$ cat config.mk
export PLATFORM = sky130hd
export DESIGN_NAME = gdbf_ctrl
export DESIGN_NICKNAME = d
export VERILOG_FILES = /design/src/gdbf_pkg.sv /design/src/gdbf_ctrl.sv
export SDC_FILE = /design/constraint.sdc
export NUM_CORES = 1
export LEC_CHECK = 0
export ABC_CLOCK_PERIOD_IN_PS = 1300
export BUFFER_PORTS_ARGS = -buffer_cell sky130_fd_sc_hd__buf_4
export CAP_MARGIN = 30
export CORE_AREA = 5 5 42 44
export DETAILED_ROUTE_END_ITERATION = 10
export DIE_AREA = 0 0 47 49
export PLACE_DENSITY = 0.52
export SYNTH_ARGS = -nofsm -noshare
export SYNTH_HDL_FRONTEND = slang
export SYNTH_SLANG_ARGS = --single-unit
export TNS_END_PERCENT = 50
$ cat constraint.sdc
create_clock -name clk -period 1.3 [get_ports clk]
set_clock_uncertainty 0.05 [all_clocks]
set_input_delay 0.39 -clock clk [delete_from_list [all_inputs] [get_ports clk]]
set_output_delay 0.39 -clock clk [all_outputs]
set_load 0.01 [all_outputs]
$ cat src/gdbf_pkg.sv
// Shared constants, types and lookup tables of the guided depth bilateral filter.
// Used by every module in src except gdbf_ram; depends on nothing else.
package gdbf_pkg;

    localparam int GRID_ROWS   = 64;
    localparam int GRID_WIDTH  = 1024;
    localparam int MAX_WINDOW  = 9;

    localparam int FWD         = (MAX_WINDOW - 1) / 2;
    localparam int DELAY       = FWD * GRID_WIDTH + FWD;
    localparam int TOTAL       = GRID_ROWS * GRID_WIDTH;
    localparam int STORE_CELLS = MAX_WINDOW * GRID_WIDTH;

    localparam int DEPTH_W     = 20;
    localparam int CHAN_W      = 8;
    localparam int CELL_W      = 45;
    localparam int S_TDATA_W   = 48;
    localparam int M_TDATA_W   = 40;
    localparam int OUT_ROW_W   = 6;
    localparam int OUT_COL_W   = 10;

    localparam int ROW_W       = $clog2(GRID_ROWS);
    localparam int COL_W       = $clog2(GRID_WIDTH);
    localparam int RMOD_W      = $clog2(MAX_WINDOW);
    localparam int ADDR_W      = $clog2(STORE_CELLS);
    localparam int POS_W       = $clog2(TOTAL + DELAY + 1);
    localparam int IDX_W       = $clog2(TOTAL);
    localparam int OFF_W       = $clog2(MAX_WINDOW) + 1;
    localparam int HALF_W      = $clog2((MAX_WINDOW / 2) * (MAX_WINDOW / 2) + 1);

    localparam int WS_W        = 4;
    localparam int INV_W       = 16;
    localparam int CFG_IDX_W   = 2;
    localparam int CFG_DATA_W  = 16;
    localparam int WS_RESET    = 7;
    localparam int SP_RESET    = 25600;
    localparam int RG_RESET    = 91;

    localparam int S_W         = 18;
    localparam int V_W         = 26;
    localparam int ROOT_W      = 13;
    localparam int RNG_W       = ROOT_W + INV_W;
    localparam int SP_W        = HALF_W + INV_W;
    localparam int X_W         = ((SP_W > RNG_W - 8) ? SP_W : RNG_W - 8) + 1;
    localparam int EXP_STEPS   = 12;
    localparam int W_W         = 17;
    localparam int PROD_W      = 38;
    localparam int CNT_W       = $clog2(MAX_WINDOW * MAX_WINDOW + 1);
    localparam int NUM_W       = PROD_W + CNT_W;
    localparam int DEN_W       = W_W + CNT_W;
    localparam int DIVCNT_W    = $clog2(NUM_W + 1);

    localparam int DEPTH_POS_MAX = 524287;
    localparam int DEPTH_NEG_MAG = 524288;

    typedef enum logic [CFG_IDX_W-1:0] {
        CFG_WINDOW_SIZE = 2'd0,
        CFG_SPATIAL_INV = 2'd1,
        CFG_RANGE_INV   = 2'd2
    } cfg_index_t;

    typedef enum logic [2:0] {
        S_IDLE,
        S_CENTER_RD,
        S_CENTER_LAT,
        S_ISSUE,
        S_FLUSH,
        S_DIV_GO,
        S_DIV_WAIT,
        S_RESULT
    } ctrl_state_t;

    typedef struct packed {
        logic accept;
        logic rd_center;
        logic latch_center;
        logic win_start;
        logic issue;
        logic div_start;
        logic load_result;
    } ctrl_cmd_t;

    typedef struct packed {
        logic emit;
        logic center_valid;
        logic last_issue;
        logic pipe_empty;
        logic div_busy;
        logic out_free;
    } dp_status_t;

    // round(65536 * exp(-n))
    function automatic logic [W_W-1:0] exp_int(input logic [3:0] n);
        logic [W_W-1:0] v;
        begin
            case (n)
                4'd0:    v = 17'd65536;
                4'd1:    v = 17'd24109;
                4'd2:    v = 17'd8869;
                4'd3:    v = 17'd3263;
                4'd4:    v = 17'd1200;
                4'd5:    v = 17'd442;
                4'd6:    v = 17'd162;
                4'd7:    v = 17'd60;
                4'd8:    v = 17'd22;
                4'd9:    v = 17'd8;
                4'd10:   v = 17'd3;
                4'd11:   v = 17'd1;
                default: v = 17'd0;
            endcase
            return v;
        end
    endfunction

    // round(65536 * exp(-k/32))
    function automatic logic [W_W-1:0] exp_frac(input logic [4:0] k);
        logic [W_W-1:0] v;
        begin
            case (k)
                5'd0:    v = 17'd65536;
                5'd1:    v = 17'd63520;
                5'd2:    v = 17'd61565;
                5'd3:    v = 17'd59671;
                5'd4:    v = 17'd57835;
                5'd5:    v = 17'd56056;
                5'd6:    v = 17'd54331;
                5'd7:    v = 17'd52660;
                5'd8:    v = 17'd51039;
                5'd9:    v = 17'd49469;
                5'd10:   v = 17'd47947;
                5'd11:   v = 17'd46472;
                5'd12:   v = 17'd45042;
                5'd13:   v = 17'd43657;
                5'd14:   v = 17'd42314;
                5'd15:   v = 17'd41012;
                5'd16:   v = 17'd39750;
                5'd17:   v = 17'd38527;
                5'd18:   v = 17'd37341;
                5'd19:   v = 17'd36192;
                5'd20:   v = 17'd35079;
                5'd21:   v = 17'd34000;
                5'd22:   v = 17'd32954;
                5'd23:   v = 17'd31940;
                5'd24:   v = 17'd30957;
                5'd25:   v = 17'd30005;
                5'd26:   v = 17'd29081;
                5'd27:   v = 17'd28187;
                5'd28:   v = 17'd27319;
                5'd29:   v = 17'd26479;
                5'd30:   v = 17'd25664;
                default: v = 17'd24875;
            endcase
            return v;
        end
    endfunction

endpackage

$ cat src/gdbf_ctrl.sv
// Sequencer of the filter: accepts words, walks the window, runs the divide.
// Depends on gdbf_pkg for the state, command and status types.
module gdbf_ctrl (
    input  logic                   clk,
    input  logic                   rst_n,
    input  logic                   s_tvalid,
    output logic                   s_tready,
    input  gdbf_pkg::dp_status_t   status,
    output gdbf_pkg::ctrl_cmd_t    cmd
);

    import gdbf_pkg::*;

    ctrl_state_t state_reg;
    ctrl_state_t state_next;

    always_ff @(posedge clk or negedge rst_n)
    begin
        if (!rst_n)
        begin
            state_reg <= S_IDLE;
        end
        else
        begin
            state_reg <= state_next;
        end
    end

    always_comb
    begin
        state_next = state_reg;
        unique case (state_reg)
            S_IDLE:
            begin
                if (s_tvalid && status.emit)
                begin
                    state_next = S_CENTER_RD;
                end
            end
            S_CENTER_RD:  state_next = S_CENTER_LAT;
            S_CENTER_LAT: state_next = status.center_valid ? S_ISSUE : S_RESULT;
            S_ISSUE:
            begin
                if (status.last_issue)
                begin
                    state_next = S_FLUSH;
                end
            end
            S_FLUSH:
            begin
                if (status.pipe_empty)
                begin
                    state_next = S_DIV_GO;
                end
            end
            S_DIV_GO:     state_next = S_DIV_WAIT;
            S_DIV_WAIT:
            begin
                if (!status.div_busy)
                begin
                    state_next = S_RESULT;
                end
            end
            S_RESULT:
            begin
                if (status.out_free)
                begin
                    state_next = S_IDLE;
                end
            end
            default:      state_next = S_IDLE;
        endcase
    end

    always_comb
    begin
        s_tready = 1'b0;
        cmd      = '0;
        unique case (state_reg)
            S_IDLE:
            begin
                s_tready   = 1'b1;
                cmd.accept = s_tvalid;
            end
            S_CENTER_RD:  cmd.rd_center = 1'b1;
            S_CENTER_LAT:
            begin
                cmd.latch_center = 1'b1;
                cmd.win_start    = 1'b1;
            end
            S_ISSUE:      cmd.issue = 1'b1;
            S_FLUSH:      ;
            S_DIV_GO:     cmd.div_start = 1'b1;
            S_DIV_WAIT:   ;
            S_RESULT:     cmd.load_result = status.out_free;
            default:      ;
        endcase
    end

endmodule

==> impl_metrics.json <==
{
  "outcome": "finished with violations",
  "violations": "negative setup slack",
  "cp.required_ps": 860,
  "fin_util_pct": 43.39,
  "clock_sinks": 3,
  "r2r_slack_ps": 10,
  "hold_viol": 0,
  "viasPerCell": 4.213,
  "cp-end-kind": "output port",
  "max_freq_mhz": 622.3,
  "largest_register_ffs": 3,
  "synth-edff-count": 0,
  "grt-ovfl-total": 0,
  "area.sequential_um2": 78.83,
  "rows": 14,
  "die_w_um": 47,
  "syn_avg_cell_area_um2": 8.678,
  "io_pins": 17,
  "vdd_drop_max_v": 0.0007336,
  "reg2reg_to": "state_reg[0]",
  "antenna_found_initial": 0,
  "period_needed_ps": 1607,
  "drive_above_1_share_pct": 78.13,
  "numCtsBuffers": 3,
  "crit_type": "reg -> out",
  "vias": 337,
  "yosysMostFrequentCell": "a21oi_1",
  "post_drt_wl_per_cell_um": 12.14,
  "cts_root_buf": "clkbuf_4",
  "multi_input_area_um2": 196.4,
  "coreArea_mm2": 0.001401,
  "track_usage_pct": 8.892,
  "min_path_cells": 3,
  "grt_pass1_wl_um": 1469,
  "synth_top_family_by_area": "simple AND/OR/NAND/NOR gates",
  "syn-num-nets": 40,
  "async_flop_share_pct": 100.0,
  "max_cap_violations": 0,
  "synth_compound_area_share_pct": 20.47,
  "grt_max_degree": 7,
  "muxShareOfSynthArea_pct": 7.442,
  "syn_inst": 31,
  "ys_warn_count": 0,
  "cts_tree": "yes",
  "antenna_left": 0,
  "h-tree-depth": 1,
  "dpl.hpwl_um": 661.1,
  "power_w": 0.001343,
  "rr_startpoint": "state_reg[2]",
  "nNetsFinal": 74,
  "max-clock-path-buffers": 2,
  "rsz0062_at_grt": "yes",
  "crit_fanout": 5,
  "power_leakage_nw": 0.2939,
  "slew_viol_final": 0,
  "seq_area_frac_synth_pct": 27.91,
  "synth_xor_area_share_pct": 0,
  "areaGrowthSynthToFinish_pct": 126.0,
  "slew_headroom_pct": 86.31,
  "cp_data_arrival_time_ps": 1170,
  "synthAdderAreaFrac_pct": 0,
  "dpl_cell_area_um2": 457.9,
  "clock_latency_ps": 230,
  "die_y_um": 49,
  "globalplace.congestion": 0.7882,
  "synth_area_leaders": "dfrtp_1 (28%), a21oi_1 (9.3%), buf_6 (8.4%), mux2i_1 (7.4%), nor3_2 (7.4%)",
  "drt_iter0_markers": 4,
  "synth-simple-area-share_pct": 30.23,
  "yosys-top-cells-count": "a21oi_1 (5), dfrtp_1 (3), nor3_1 (3)",
  "fin_ws_ps": -306.9,
  "pwr_density_cell_mw_per_mm2": 2209,
  "min_from": "status[5]",
  "hold_class": "in -> reg",
  "wl_um": 971,
  "synthesis.area_um2": 269.0,
  "timing.final.crit_share_pct": 123.6,
  "setup.worst_path.start_class": "flip-flop",
  "crit_start": "state_reg[0]",
  "start_util_pct": 19.20,
  "fill_cells": 144,
  "portBuffers": 16,
  "hold_path_end": "state_reg[0]",
  "synth.top_cell.area_share_pct": 27.91,
  "drc": 0,
  "grt_pass1_vias": 359,
  "antennaDiodeCount": 0,
  "worstRegToRegCells": 5,
  "yosysUniqueCellTypes": 19,
  "dieArea_mm2": 0.002303,
  "tightestPinTransition_ps": 199.7,
  "yosysTopAreaCell": "dfrtp_1",
  "final-setup-viol-count": 8,
  "dpl_worst_slack_ps": -87.13,
  "synth-seq-cells": 3,
  "first_pass_iters": 2,
  "post-route-cell-area_um2": 608.1,
  "clkSlewWorstSetupHoldPaths_ps": 40,
  "synthFlopType": "dfrtp_1"
}
## repair_timing
action / 4_1_cts / 5_1_grt
hold buffers: 1 / 0
buffers inserted: 5 / 2
hold endpoints to repair: 3 / 0
gates resized for setup: 9 / 9
setup endpoints to repair: 8 / 9
pin swaps: 3 / 2
## worst max-delay path, stage by stage, from the launching register on
cell and delay (ps):
dfrtp_2 450, buf_6 140, nor3_4 210, buf_6 140
## how the worst max path moves through the flow
stage             end  slack (ps)  cells after the start
2_1_floorplan  cmd[4]         -30                      3
3_3_place_gp   cmd[2]         -70                      3
3_5_place_dp   cmd[6]         -90                      3
4_1_cts        cmd[6]        -290                      3
5_1_grt        cmd[3]        -360                      3
6_report       cmd[3]        -310                      3
## area by class of cell
| cell class | count | area share [%] |
|---|---|---|
| Tap cell | 16 | 3.292 |
| Sequential cell | 3 | 12.96 |
| Inverter | 2 | 1.646 |
| Clock buffer | 4 | 4.321 |
| Timing Repair Buffer | 32 | 45.47 |
| Multi-Input combinational cell | 23 | 32.30 |
## cells in the final DEF (no fill, tap or decap)
master,count
a21oi_1,4
a21oi_2,1
and2_4,1
and3_2,1
buf_4,22
buf_6,9
clkbuf_1,1
clkbuf_4,3
dfrtp_2,3
dlygate4sd3_1,1
inv_2,1
inv_4,1
mux2i_1,2
nand2_1,1
nand2b_1,1
nand3_1,1
nand3_2,1
nor2_1,2
nor3_2,2
nor3_4,3
o2111ai_1,1
o211ai_2,1
o21ai_2,1
## where the power goes
part / internal, W / total, W / switching (W)
combinational: 0.000536 / 0.000926 / 0.000391
clock: 0.000115 / 0.000160 / 0.0000451
sequential: 0.000148 / 0.000257 / 0.000109
total: 0.000798 / 0.00134 / 0.000545
## per-stage QoR
stage	TNS, ps	std cells	hold slack (ps)
2_1_floorplan	-91.74	31	44.41
4_1_cts	-2107	78	364.2
5_1_grt	-2658	80	375.4
3_3_place_gp	-344.7	68	131.2
3_5_place_dp	-306.6	68	131.5
6_report	-2175	80	364.1
## metal layers
| metal | routed length, µm | up-vias | global-route usage (%) |
|---|---|---|---|
| met3 | 47 | 2 | 2.214 |
| li1 | - | 175 | - |
| met5 | 0 | - | 0 |
| met2 | 539 | 7 | 14.48 |
| met4 | 29 | 0 | 5.991 |
| met1 | 354 | 153 | 9.513 |
## logic make-up (layout without fill, tap and decap cells)
kind of cell	Yosys count	count (layout)
muxes	2	2
buffers and inverters	5	38
and+or+nand+nor	13	13
AOI/OAI and AO/OA	8	8
DFF	3	3
No activity file was read; power rests on OpenSTA's default activity.
